**config.mk**
```make
export PLATFORM = sky130hd
export DESIGN_NAME = rc5bm_trim
export DESIGN_NICKNAME = d
export VERILOG_FILES = /design/src/rtl/rc5_block_mixer_macros.svh /design/src/rtl/rc5bm_pkg.sv /design/src/rtl/rc5bm_trim.sv
export SDC_FILE = /design/constraint.sdc
export NUM_CORES = 1
export LEC_CHECK = 0
export ABC_AREA = 1
export BUFFER_PORTS_ARGS = -buffer_cell sky130_fd_sc_hd__buf_2
export CAP_MARGIN = 5
export CORE_ASPECT_RATIO = 1.25
export CORE_MARGIN = 2
export CORE_UTILIZATION = 42
export CTS_CLUSTER_SIZE = 40
export DETAILED_ROUTE_END_ITERATION = 12
export MAX_ROUTING_LAYER = met4
export SETUP_SLACK_MARGIN = 0.15
export SKIP_LAST_GASP = 1
export SYNTH_ARGS = -nofsm -noshare
export SYNTH_HDL_FRONTEND = slang
export SYNTH_SLANG_ARGS = --single-unit
```
**constraint.sdc**
```tcl
create_clock -name i_clk -period 2.6 [get_ports i_clk]
set_input_delay 0.39 -clock i_clk [delete_from_list [all_inputs] [get_ports i_clk]]
set_output_delay 0.39 -clock i_clk [all_outputs]
set_load 0.1 [all_outputs]
```
**src/rtl/rc5_block_mixer_macros.svh**
```systemverilog
// Assertion macros for the RC5 block mixer.
// Used by the top level only; no other dependencies.
`ifndef RC5_BLOCK_MIXER_MACROS_SVH
`define RC5_BLOCK_MIXER_MACROS_SVH
`ifndef ASSERT_OFF
`define RC5BM_ASSERT(lbl, prop, msg) \
    lbl: assert property (@(posedge i_clk) disable iff (!i_rst_n) (prop)) else $error(msg);
`define RC5BM_ASSERT_ALWAYS(lbl, prop, msg) \
    lbl: assert property (@(posedge i_clk) (prop)) else $error(msg);
`else
`define RC5BM_ASSERT(lbl, prop, msg)
`define RC5BM_ASSERT_ALWAYS(lbl, prop, msg)
`endif
`endif

```
**src/rtl/rc5bm_pkg.sv**
```systemverilog
// Shared types, constants and rotate functions for the RC5 block mixer.
// No dependencies.
package rc5bm_pkg;

    typedef logic [31:0] t_word;

    typedef enum logic {
        OP_ENC = 1'b0,
        OP_DEC = 1'b1
    } t_op;

    typedef struct packed {
        logic vld;
        t_op  op;
    } t_ctl;

    typedef enum logic [1:0] {
        EXP_X,
        EXP_Y,
        EXP_DONE
    } t_exp_state;

    localparam t_word MAGIC_P = 32'hb7e15163;
    localparam t_word MAGIC_Q = 32'h9e3779b9;

    function automatic t_word rotl32(input t_word v, input logic [4:0] n);
        logic [63:0] d;
        d = {v, v} << n;
        return d[63:32];
    endfunction

    function automatic t_word rotr32(input t_word v, input logic [4:0] n);
        logic [63:0] d;
        d = {v, v} >> n;
        return d[31:0];
    endfunction

endpackage

```
**src/rtl/rc5bm_trim.sv**
```systemverilog
// Whitening stage: adds the first two table words on entry for encrypt,
// or subtracts them on exit for decrypt. Depends on rc5bm_pkg.
module rc5bm_trim import rc5bm_pkg::*; (
    input  logic  i_clk,
    input  logic  i_rst_n,
    input  logic  i_adv,
    input  logic  i_exit,
    input  t_word i_s_lo,
    input  t_word i_s_hi,
    input  t_ctl  i_ctl,
    input  t_word i_a,
    input  t_word i_b,
    output t_ctl  o_ctl,
    output t_word o_a,
    output t_word o_b
);

    t_ctl  r_ctl;
    t_word r_a, r_b;
    t_word n_a, n_b;
    logic  w_apply;

    assign w_apply = ((i_ctl.op == OP_DEC) == i_exit);

    always_comb begin
        n_a = i_a;
        n_b = i_b;
        if (w_apply && i_exit) begin
            n_a = i_a - i_s_lo;
            n_b = i_b - i_s_hi;
        end else if (w_apply) begin
            n_a = i_a + i_s_lo;
            n_b = i_b + i_s_hi;
        end
    end

    always_ff @(posedge i_clk) begin
        if (!i_rst_n) begin
            r_ctl.vld <= 1'b0;
        end else if (i_adv) begin
            r_ctl <= i_ctl;
        end
    end

    always_ff @(posedge i_clk) begin
        if (i_adv) begin
            r_a <= n_a;
            r_b <= n_b;
        end
    end

    assign o_ctl = r_ctl;
    assign o_a   = r_a;
    assign o_b   = r_b;

endmodule

```
Word level (Yosys, flattened, before mapping) --
Index checks and enable logic that the tools add are counted.
Operators by class: $add $sub $neg 4, eq/ne operators 1, muxes and demuxes 4, reduce and logical (&&, ||, !) cells 2
Operators with widths (number):
- $mux 32 | 4
- $add 32x32->32 | 2
- $sub 32x32->32 | 2
- $reduce_and 2->1 | 1
- $eq 1x1->1 | 1
- $logic_and 1x1->1 | 1
Storage, ports and cells: register bits 66, bits of input ports 134, logic and storage cells 15

Depth between registers and ports, before layout --
depth in word-level cells 3, gate-level depth with buffers 17, mapped depth without buffers 17

Worst setup path before layout --
OpenSTA, ideal clock, no wires.
path kind input to register, start point input i_b[0], end point register r_b[30] (netlist: o_b[30]) (data pin), library setup time 252 ps, arrival time 1811 ps, path slack 537 ps, stages on the path 13, buffers on the path 0, cells stage by stage inv_1 > ha_1 > fa_1 > o21ai_2 > nand2_1 > nand2_1 > nand2_1 > nand2_1 > nand2_1 > nand2_1 > nand2_1 > nand3_1 > nand2_1
On the way: longest elaborated chain between the ends 3, elaborated cells on any way between the ends 4, those cells by class add/sub: 2; mux: 2
RTL lines:
- from (decl) | line rc5bm_trim.sv:12 | input t_word i_b,
- $add 32x32->32 | line rc5bm_trim.sv:33 | n_b = i_b + i_s_hi;
- $mux 32 | line rc5bm_trim.sv:31 | end else if (w_apply) begin
- $mux 32 * | line rc5bm_trim.sv:28 | if (w_apply && i_exit) begin
- net n_b[30] | line rc5bm_trim.sv:20 | t_word n_a, n_b;
- to (signal assigned) | line rc5bm_trim.sv:48 | r_b <= n_b;
- to (decl) | line rc5bm_trim.sv:19 | t_word r_a, r_b;
The timed path passes the listed nets; every way through them passes the cells marked *. A chain may end at the register's enable or synchronous reset.

Worst setup path after layout --
start point input i_a[0], end point register r_a[30] (netlist: o_a[30]) (data pin)
On the way: longest elaborated chain between the ends 3, elaborated cells on any way between the ends 4, those cells by class add/sub: 2; mux: 2
RTL lines:
- from (decl) | line rc5bm_trim.sv:11 | input t_word i_a,
- $add 32x32->32 | line rc5bm_trim.sv:32 | n_a = i_a + i_s_lo;
- $mux 32 | line rc5bm_trim.sv:31
- $mux 32 * | line rc5bm_trim.sv:28
- net n_a[30] | line rc5bm_trim.sv:20
- to (signal assigned) | line rc5bm_trim.sv:47 | r_a <= n_a;
- to (decl) | line rc5bm_trim.sv:19
Marked as above.

==> impl_metrics.yaml <==
logic_synthesis:
  synth.top_cell.area_share_pct: 23.04
  ys_top_cells_by_area: "nand2_1 23%, edfxtp_1 16%, ha_1 13%, inv_1 12%, nor2_1 7.3%"
  ys_seq_area_share_pct: 16.11
  synth_edf_count: 65
  synthAdderAreaFrac_pct: 13.44
  syn-cell-area_sq_mm: 0.01224
  muxShareOfSynthArea_pct: 0
  ys_types: 33
  synth_fp_nets: 2471
  ys_ff_latch: 66
  ys.flop_type: "edfxtp_1"
  async_flop_share_pct: 0
  ys_warn_count: 0
  synth_largest_area_cell: "nand2_1"
  synth-compound-area-share_pct: 13.83
  yosys.area_share.simple_pct: 40.54
  avgSynthCellArea_sq_um: 5.542
  synth-xor-area-share_pct: 0.8589
  synth_top_family_by_area: "simple AND/OR/NAND/NOR gates"
  syn-instance-count: 2208
sta:
  maxSlewHeadroom_pct: 63.80
  max_freq_ghz: 0.4364
  rsz0062_at_grt: "no"
  hold_violations: 0
  finalMaxSlewViolations: 0
  min_period_ns: 2.291
  finalSetupViolCount: 0
  finClkSkew_ns: 0
  tightestPinTransition_ns: 0.5468
  min_period_over_period_pct: 88.13
pwr:
  p_seq_share_pct: 21.4
  leakage_uw: 0.007916
  p_sw_uw: 3568
  p_clk_share_pct: 18.2
  p_comb_share_pct: 60.4
  finalPower_uw: 6598
  swShare_pct: 54.07
  power_density_mw_per_mm2: 465.4
  internal_power_uw: 3030
  vdd_drop_max_mv: 0.3288
routing:
  finalWirelength_microns: 48170
  firstDrtPassIters: 5
  drc: 0
  wire_per_inst_microns: 17.16
  route.vias.total: 14500
  vias_per_cell: 5.166
  first_iter_violations: 1068
  ant_nets: 0
floorplan:
  die_area_sq_mm: 0.03052
  std_cell_rows: 69
  io_pins: 200
  fp.dieW_microns: 156.7
  die_h_microns: 194.8
  start_util_pct: 42.82
  core_sq_mm: 0.02858
final_layout:
  postLayoutCoreUtil_pct: 49.61
  final_net_count: 2675
  drive_gt1_share_pct: 12.29
  diodes: 0
  fillers: 3170
  syn2layout_area_growth_pct: 15.86
  ff_latch_area_sq_mm: 0.001972
  multi_input_area_sq_mm: 0.008416
cts:
  post_cts.repair.setup_buffers: 0
  cts_hold_buf: 0
  cts_resized: 0
  clkTransAtPathRegs_ns: 0.06
  clock-sinks: 66
  root_buffer: "clkbuf_16"
  cts_tree: "built"
  htree_num_levels: 3
  clock_path_buffers: 2
  cts_buffers: 9
  clk_latency_ns: 0.36
setup_path:
  worstPathMaxFanout: 5
  crit_path_end_kind: "flop"
  crit_required_ns: 2.71
  crit_buf_inv: 2
  path_class: "in2reg"
  slowest_stage: "fa_1"
  arrival_ns: 2.41
  critical_path.top_delay_family: "simple AND/OR/NAND/NOR gates"
  path_cells: "buf_2, inv_1, ha_1, fa_1, o21ai_2, nand2_1, nand2_1, nand2_1, nand2_1, nand2_1, nand2_1, nand2_1, nand3_1, nand2_1"
  crit_top_cell: "nand2_1"
  worstSetupStartpointType: "primary input"
  cp_slowest_stage_delay_ns: 0.42
grt:
  grt_max_degree: 68
  grt_use_total_pct: 32.76
  globalRoute.totalOverflow: 0
  antenna_found_initial: 0
  grt_pass1_vias: 14370
  grt_first_pass_wirelength_microns: 75070
placement:
  hpwl_microns: 40560
  port_buffers: 199
  gp_congestion: 1.024
min_path:
  hold_class: "in2reg"
run_status:
  status: "complete, no violations"
flow_run:
  drv_cap: 0
-- cell families (layout without fill, tap and decap cells) --
group                      count (synthesis)  in the layout
adders and majority gates                129            129
AOI/OAI and AO/OA                        312            312
xor gates and xnor gates                  12             12
buffers and inverters                    465            674
and+or+nand+nor                         1224           1224
DFF                                       66             66
-- metrics by stage --
step / cells / area (sq um) / setup TNS, ns / worst slack, ns / hold slack, ns
finish: 2807 / 14180 / 0 / 0.3087 / 0.2316
global route: 2807 / 14180 / 0 / 0.1599 / 0.2285
CTS: 2807 / 14170 / 0 / 0.3485 / 0.2252
detailed placement: 2791 / 13890 / -0.04489 / -0.02450 / 0.5355
global placement: 2791 / 13890 / -0.03469 / -0.03406 / 0.5172
floorplan: 2208 / 12240 / 0 / 0.5369 / 0.4835
-- synth_stat cells, drive strengths merged, types with 5 or more instances --
cell type / count
nand3: 164
xor2: 12
ha: 125
a21oi: 147
nor3: 29
nand4: 27
a31oi: 7
inv: 394
edfxtp: 65
nor2: 243
clkbuf: 16
o211ai: 6
nand2: 752
o21ai: 110
o21bai: 21
buf: 55
o22ai: 8
and2: 5
o21a: 9
-- area by class of cell --
class	count	share of cell area, %
inverters	394	10.43
clock inverters	7	0.3618
clock buffers	9	1.589
well taps	390	3.442
multi-input cells	1677	59.36
flip-flops and latches	66	13.91
repair buffers	264	10.91
-- layout by cell type, fill, tap and decap left out --
cell and instances:
a21oi_1 147, a31oi_1 7, and2_1 5, buf_12 5, buf_2 199, buf_4 60
clkbuf_16 9, clkinv_2 2, clkinv_4 1, clkinvlp_4 2, dfxtp_1 1, edfxtp_1 65
fa_1 4, ha_1 124, ha_2 1, inv_1 390, inv_2 4, inv_6 2
nand2_1 751, nand2_2 1, nand3_1 161, nand3_2 3, nand3b_1 4, nand4_1 27
nor2_1 237, nor2_2 6, nor3_1 29, o211ai_1 6, o21a_1 9, o21ai_0 101
o21ai_1 7, o21ai_2 1, o21ai_4 1, o21bai_1 21, o221ai_1 4, o22ai_1 8
xor2_1 12
-- power by group through the flow --
stage                     clock [uW]  sequential [uW]  combinational [uW]
after floorplan                    0             2510                1760
after global placement             0             1430                3930
after detailed placement           0             1430                3950
after CTS                       1220             1410                3960
after global routing            1240             1430                4330
final                           1200             1410                3980
-- registers in the layout, summed over array words and instances, names as in the netlist --
name	flops
o_a	32
o_b	32
o_ctl	2
-- path summary, 6_finish.rpt --
kind	from	to	slack, ns	depth (start not counted)
worst max-delay path	i_a[0]	o_a[30]	0.31	14
worst min register to register	o_ctl[1]	o_ctl[1]	0.56	2
worst max register to register	o_ctl[1]	o_ctl[1]	1.95	2
worst min-delay path	i_ctl[0]	o_ctl[0]	0.23	1
-- worst register-to-register path, delay by kind of cell (launching register included) --
family	cells	cell delay [ns]
AOI/OAI and AO/OA	2	0.22
DFF	1	0.31
-- layer usage --
layer / vias to the layer above / GRT usage, % / part of all wire (%)
met5: - / - / 0
met3: 107 / 2.185 / 4.5
met1: 6533 / 36.96 / 40
li1: 7362 / - / -
met2: 500 / 59.23 / 51
met4: 0 / 13.86 / 4.6
Note: power is estimated with default switching activity, not from simulation.
