<file path="src/rtl/rc5_block_mixer_macros.svh">
// Assertion macros for the RC5 block mixer.
// Used by the top level only; no other dependencies.
`ifndef RC5_BLOCK_MIXER_MACROS_SVH
`define RC5_BLOCK_MIXER_MACROS_SVH
`ifndef ASSERT_OFF
`define RC5BM_ASSERT(lbl, prop, msg) \
    lbl: assert property (@(posedge i_clk) disable iff (!i_rst_n) (prop)) else $error(msg);
`define RC5BM_ASSERT_ALWAYS(lbl, prop, msg) \
    lbl: assert property (@(posedge i_clk) (prop)) else $error(msg);
`else
`define RC5BM_ASSERT(lbl, prop, msg)
`define RC5BM_ASSERT_ALWAYS(lbl, prop, msg)
`endif
`endif

</file>
<file path="src/rtl/rc5bm_pkg.sv">
// Shared types, constants and rotate functions for the RC5 block mixer.
// No dependencies.
package rc5bm_pkg;

    typedef logic [31:0] t_word;

    typedef enum logic {
        OP_ENC = 1'b0,
        OP_DEC = 1'b1
    } t_op;

    typedef struct packed {
        logic vld;
        t_op  op;
    } t_ctl;

    typedef enum logic [1:0] {
        EXP_X,
        EXP_Y,
        EXP_DONE
    } t_exp_state;

    localparam t_word MAGIC_P = 32'hb7e15163;
    localparam t_word MAGIC_Q = 32'h9e3779b9;

    function automatic t_word rotl32(input t_word v, input logic [4:0] n);
        logic [63:0] d;
        d = {v, v} << n;
        return d[63:32];
    endfunction

    function automatic t_word rotr32(input t_word v, input logic [4:0] n);
        logic [63:0] d;
        d = {v, v} >> n;
        return d[31:0];
    endfunction

endpackage

</file>
<file path="src/rtl/rc5bm_expand.sv">
// Keyless round table expansion, run once after reset.
// Depends on rc5bm_pkg; the table rotates as a shift line, each mixing step passing through EXP_X and then EXP_Y.
module rc5bm_expand import rc5bm_pkg::*; #(
    parameter int TABLE_LEN = 12
) (
    input  logic  i_clk,
    input  logic  i_rst_n,
    output t_word o_table [TABLE_LEN],
    output logic  o_ready
);

    localparam int STEPS = 3 * TABLE_LEN;
    localparam int CW    = $clog2(STEPS);
    localparam logic [CW-1:0] LAST = CW'(STEPS - 1);

    t_exp_state      r_state, n_state;
    t_word           r_tab [TABLE_LEN];
    t_word           n_tab [TABLE_LEN];
    t_word           r_x, n_x;
    t_word           r_y, n_y;
    logic [CW-1:0]   r_k, n_k;
    t_word           w_sum;

    assign w_sum = r_x + r_y;

    always_ff @(posedge i_clk) begin
        if (!i_rst_n) begin
            r_state <= EXP_X;
        end else begin
            r_state <= n_state;
        end
    end

    always_comb begin
        n_state = r_state;
        n_x     = r_x;
        n_y     = r_y;
        n_k     = r_k;
        n_tab   = r_tab;
        unique case (r_state)
            EXP_X: begin
                n_x     = rotl32(r_tab[0] + r_x + r_y, 5'd3);
                n_state = EXP_Y;
            end
            EXP_Y: begin
                for (int j = 0; j < TABLE_LEN - 1; j++) begin
                    n_tab[j] = r_tab[j+1];
                end
                n_tab[TABLE_LEN-1] = r_x;
                n_y = rotl32(w_sum, w_sum[4:0]);
                n_k = r_k + CW'(1);
                n_state = (r_k == LAST) ? EXP_DONE : EXP_X;
            end
            EXP_DONE: begin
                n_state = EXP_DONE;
            end
            default: begin
                n_state = EXP_X;
            end
        endcase
    end

    always_ff @(posedge i_clk) begin
        if (!i_rst_n) begin
            r_x <= '0;
            r_y <= '0;
            r_k <= '0;
            for (int j = 0; j < TABLE_LEN; j++) begin
                r_tab[j] <= MAGIC_P + MAGIC_Q * 32'(j);
            end
        end else begin
            r_x   <= n_x;
            r_y   <= n_y;
            r_k   <= n_k;
            r_tab <= n_tab;
        end
    end

    assign o_table = r_tab;
    assign o_ready = (r_state == EXP_DONE);

endmodule

</file>
<file path="config.mk">
export PLATFORM = sky130hd
export DESIGN_NAME = rc5bm_expand
export DESIGN_NICKNAME = d
export VERILOG_FILES = /design/src/rtl/rc5_block_mixer_macros.svh /design/src/rtl/rc5bm_pkg.sv /design/src/rtl/rc5bm_expand.sv
export SDC_FILE = /design/constraint.sdc
export NUM_CORES = 1
export LEC_CHECK = 0
export BUFFER_PORTS_ARGS = -buffer_cell sky130_fd_sc_hd__buf_2
export CAP_MARGIN = 25
export CORE_UTILIZATION = 57
export DETAILED_ROUTE_END_ITERATION = 10
export PLACE_DENSITY = 0.89
export REMOVE_ABC_BUFFERS = 1
export SETUP_SLACK_MARGIN = 0.3
export SLEW_MARGIN = 5
export SYNTH_ARGS = -nofsm -noshare
export SYNTH_HDL_FRONTEND = slang
export SYNTH_SLANG_ARGS = --single-unit
</file>
<file path="constraint.sdc">
create_clock -name i_clk -period 4.5 [get_ports i_clk]
set_input_delay 0.9 -clock i_clk [delete_from_list [all_inputs] [get_ports i_clk]]
set_output_delay 0.9 -clock i_clk [all_outputs]
set_load 0.02 [all_outputs]
</file>
[Word level (Yosys, flattened, before mapping)]
Cells that the tools add are included.
Storage, ports and cells
  memory bits (writable): 0
  ROM bits: 0
  output and inout bits: 385
  flip-flop bits (word level): 456
  memories: 0
  bits in latches: 0
  input port bits: 2
  logic and storage cells: 27
Operators by class
  bitwise logic cells: 0
  multipliers: 0
  div/mod/pow operators: 0
  reduce and logical (&&, ||, !) cells: 1
  equal/unequal tests: 3
  multiplexer cells: 2
  $add $sub $neg: 4
  $lt $le $gt $ge: 0
  shift-type cells: 1
Operators with widths (number)
  adder 32 bit: 3
  << shifter 64 x 5 -> 64 bit: 1
  adder 6 x 1 -> 6 bit (second input constant): 1
  equality test 6 bit (second input constant): 1
  case mux 2 bit (3 select lines): 1
  equality test 2 x 1 -> 1 bit (second input constant): 1
  equality test 2 bit (second input constant): 1
  logical NOT 2 bit: 1
  2-to-1 mux 2 bit: 1

[Depth between registers and ports, before layout]
  word-level depth: 3
  gate-level depth with buffers: 15
  depth with buffers taken out: 15

[Worst setup path before layout]
OpenSTA, ideal clock, no wires.
  path type: reg-to-reg
  start: reg r_tab (netlist bit o_table[353])
  end: reg r_x[2]
  path buffers: 0
  data required time: 4426 ps
  clock period less this slack: 3655 ps
  setup time: 74 ps
  arrival time: 3581 ps
  path slack: 845 ps
  stages on the path, launching flop included: 14
  cells stage by stage: dfxtp_1 -> fa_1 -> ha_1 -> fa_1 -> a21o_1 -> a21oi_1 -> o21ai_0 -> a32o_1 -> a211o_1 -> a31oi_1 -> o21a_1 -> nor2b_1 -> or3_1 -> a31oi_1
Between the ends
  cells in the longest elaborated chain, start to end: 2
Ends and longest elaborated chain
  from (decl): line rc5bm_expand.sv:17  | t_word r_tab [TABLE_LEN];
  from (signal, indexed assignment): line rc5bm_expand.sv:69  | r_tab[j] <= MAGIC_P + MAGIC_Q * 32'(j);
  from (signal assigned): line rc5bm_expand.sv:75  | r_tab <= n_tab;
  adder 32 bit (2 in a row): line rc5bm_expand.sv:42  | n_x = rotl32(r_tab[0] + r_x + r_y, 5'd3);
  to (signal assigned): line rc5bm_expand.sv:72  | r_x <= n_x;
  to (decl): line rc5bm_expand.sv:19  | t_word r_x, n_x;
Every way passes these cells.
A chain may end at the register's enable or synchronous reset.

[Final worst setup path]
  start: reg r_y[11]
  end: reg r_y[14]
Between the ends
  cells in the longest elaborated chain, start to end: 2
Ends and longest elaborated chain
  from (decl): line rc5bm_expand.sv:20  | t_word r_y, n_y;
  from (signal assigned): line rc5bm_expand.sv:73  | r_y <= n_y;
  adder 32 bit: line rc5bm_expand.sv:24  | assign w_sum = r_x + r_y;
  << shifter 64 x 5 -> 64 bit: line rc5bm_pkg.sv:28  | d = {v, v} << n;
Every way passes these cells.

==> results.md <==
* Initial antenna violation count at 6
* Root Buffer Master: clkbuf_16
* Layout cells sized above 1 at 0.189
* Final-layout fill cell count at 3137
* Total Routing Usage GR at 0.373
* Seq/Total Area, Yosys at 0.404
* PwrDens at 764 nW/µm²
* Clk slew on worst S/H paths at 0.07 ns
* # Max-Cap Violations at 0
* # setup viols final at 0
* CTS tree: yes
* Via/cell ratio at 6.13
* Drt drc at 0
* Crit-path max FO at 8
* Setup crit start kind: flip-flop
* Final Slew Violations at 0
* Clk_skew at 0.0253 ns
* Post-Syn Area at 22600 µm²
* Status: complete, no violations
* Routed len/inst at 20.8 µm
* Die height at 201 µm
* Hold path depth at 2
* Setup Crit Path Kind: reg2reg
* WP data arrival at 4.63 ns
* Final Hold Vio Count at 0
* Synth top area cells: dfxtp_1 (40%), nand2_1 (15%), a21oi_1 (6.5%)
* Hold crit path type: reg2reg
* Max VDD drop at 0.450 mV
* Initial Util at 0.581
* FFs w/ async S/R, synth at 0
* P_leak at 0.0118 µW
* ANT nets after route at 0
* Vias at 22942
* IO Count at 387
* Worst-Skew Late Latency at 0.59 ns
* Slack of the critical path at 0.300 ns
* Nets at 3283
* Slew headroom at 0.264
* Main synth FF type: dfxtp_1
* Largest net degree at the start of global routing at 236
* CP required at 4.93 ns
* WHS at 0.465 ns
* Postcts setup bufs at 0
* CP endpoint kind: flip-flop
* Post-synth top area cell: dfxtp_1
* Period utilization at 0.933
* Drt initial violations at 2537
* Multi-input gate area at 12500 µm²
* Post-synth top area share at 0.404
* Mapped Cells at 2896
* Global-route wire length before repair at 120000 µm
* CTS Buf Count at 46
* Longest Clk Path Bufs at 3
* RSZ-0062 raised after global routing: yes
* Distinct cells, synth at 101
* Reg2Reg Depth at 11
* EDFF count, synth at 0
* Final min period at 4.20 ns
* Reg area at 9130 µm²
* F_max at 238 MHz
* Vias in the first global route at 21259
* Area Overhead vs Synth at 17.1%
* Final global-route overflow total at 0
* Mean Syn Cell Area at 7.79 µm²
* Yosys reg bits at 456
* Row count at 72
* Post-route cell area at 26400 µm²
* Cell Area, Placed at 24900 µm²
* Place WS at 0.336 ns
* Die ar. at 40400 µm²
* Synth warn at 0
* Utilization after layout at 0.681
* Final WL at 78000 µm
* Core ar. at 38800 µm²
* DP HPWL at 55800 µm
* Die Width at 201 µm
* Gpl congestion at 1.04
* First-pass iteration count of the detailed router at 6
* H-tree Lvls at 2
* # clock sinks at 456
* PortBufs at 386
* Worst-margin pin slew at 1.10 ns
## critical path: stages (launching register included)
cell and delay, ns:
dfxtp_1 0.40, ha_1 0.53, nand2_1 0.17, nor3_2 0.49
nand4_1 0.34, and3_1 0.32, a2111oi_4 0.40, nand2b_1 0.25
mux4_2 0.33, o32a_1 0.18, o41ai_2 0.10, a221oi_2 0.50
## kinds of logic after synthesis
group | count (synthesis) | share of synthesized area
AO/OA/AOI/OAI | 655 | 0.189
buffers and inverters | 230 | 0.0441
XOR/XNOR | 56 | 0.0217
adder cells (fa/ha/maj) | 95 | 0.0636
flip-flops | 456 | 0.404
AND/OR/NAND/NOR | 1378 | 0.261
multiplexers | 26 | 0.0163
## through the flow
stage	power (µW)	cells	setup TNS (ns)
2_1_floorplan	12300	2688	-3928.44
3_3_place_gp	15800	3656	0
3_5_place_dp	15800	3656	0
4_1_cts	19800	3740	0
5_1_grt	21200	3740	0
6_report	20200	3741	0
## cells in the mapped netlist, types with 10 or more instances
library cell and instances:
nand2_1 908, dfxtp_1 456, a21oi_1 294, nand3_1 225
clkbuf_1 177, nor2_1 95, o21ai_0 72, ha_1 62
a21o_1 34, xnor2_1 34, fa_1 33, nor3_1 32
a211oi_1 26, a31oi_1 22, nand4_1 22, xor2_1 22
inv_1 21, o211ai_1 20, a211o_1 13, and2_1 13
and3_1 13, o31ai_1 13, buf_2 11, o22ai_1 11
a221oi_1 10, nand2b_1 10, o21a_1 10, or3_1 10
## state kept, by name, summed over array words and instances (netlist names)
signal,count
o_table,384
r_x,32
r_y,32
r_state,2
r_k,6
## cells in the final DEF, fill, tap and decap left out, types with 21 or more instances in the layout
| cell | instances |
|---|---|
| buf_4 | 59 |
| o21ai_0 | 69 |
| nand2_1 | 908 |
| nand4_1 | 22 |
| xnor2_1 | 31 |
| inv_1 | 21 |
| buf_2 | 385 |
| clkbuf_16 | 46 |
| a21oi_1 | 292 |
| nor2_1 | 94 |
| nor3_1 | 32 |
| dfxtp_1 | 456 |
| a21o_1 | 34 |
| a31oi_1 | 22 |
| fa_1 | 33 |
| a211oi_1 | 25 |
| ha_1 | 62 |
| nand3_1 | 225 |
## what timing repair did
item	CTS	global route
hold buffers	0	0
resized for setup	0	9
endpoints found under the hold margin	0	0
setup endpoints to repair	0	13
## power breakdown
group,switching (µW),internal [µW],total [µW]
sequential,600,4540,5140
combinational,7140,3980,11100
clock,1680,2270,3950
## worst paths after layout
| kind | from | end | slack [ns] |
|---|---|---|---|
| worst min register to register | o_table[339]$_SDFFE_PN1P_ | o_table[371]$_SDFFE_PN0P_ | 0.47 |
| worst min-delay path | o_table[339]$_SDFFE_PN1P_ | o_table[371]$_SDFFE_PN0P_ | 0.47 |
| worst max-delay path | r_y[11]$_SDFFE_PN0P_ | r_y[14]$_SDFFE_PN0P_ | 0.30 |
| worst max register to register | r_y[11]$_SDFFE_PN0P_ | r_y[14]$_SDFFE_PN0P_ | 0.30 |
## layout make-up
class,instances,share of cell area
diodes,1,0.0000946
inverters,22,0.00341
flip-flops and latches,456,0.345
clock inverters,20,0.00956
clock buffers,64,0.0491
multi-input cells,2210,0.474
well taps,518,0.0245
repair buffers,450,0.0938
## metal layers
layer / track usage / share of wire / routed length, µm / vias to the layer above
li1: - / - / - / 10601
met1: 0.487 / 0.40 / 31500 / 11042
met2: 0.600 / 0.46 / 36000 / 1110
met3: 0.0821 / 0.095 / 7380 / 187
met4: 0.149 / 0.039 / 3050 / 2
met5: 0 / 0.00017 / 13 / -
(Power assumes the default switching activity.)
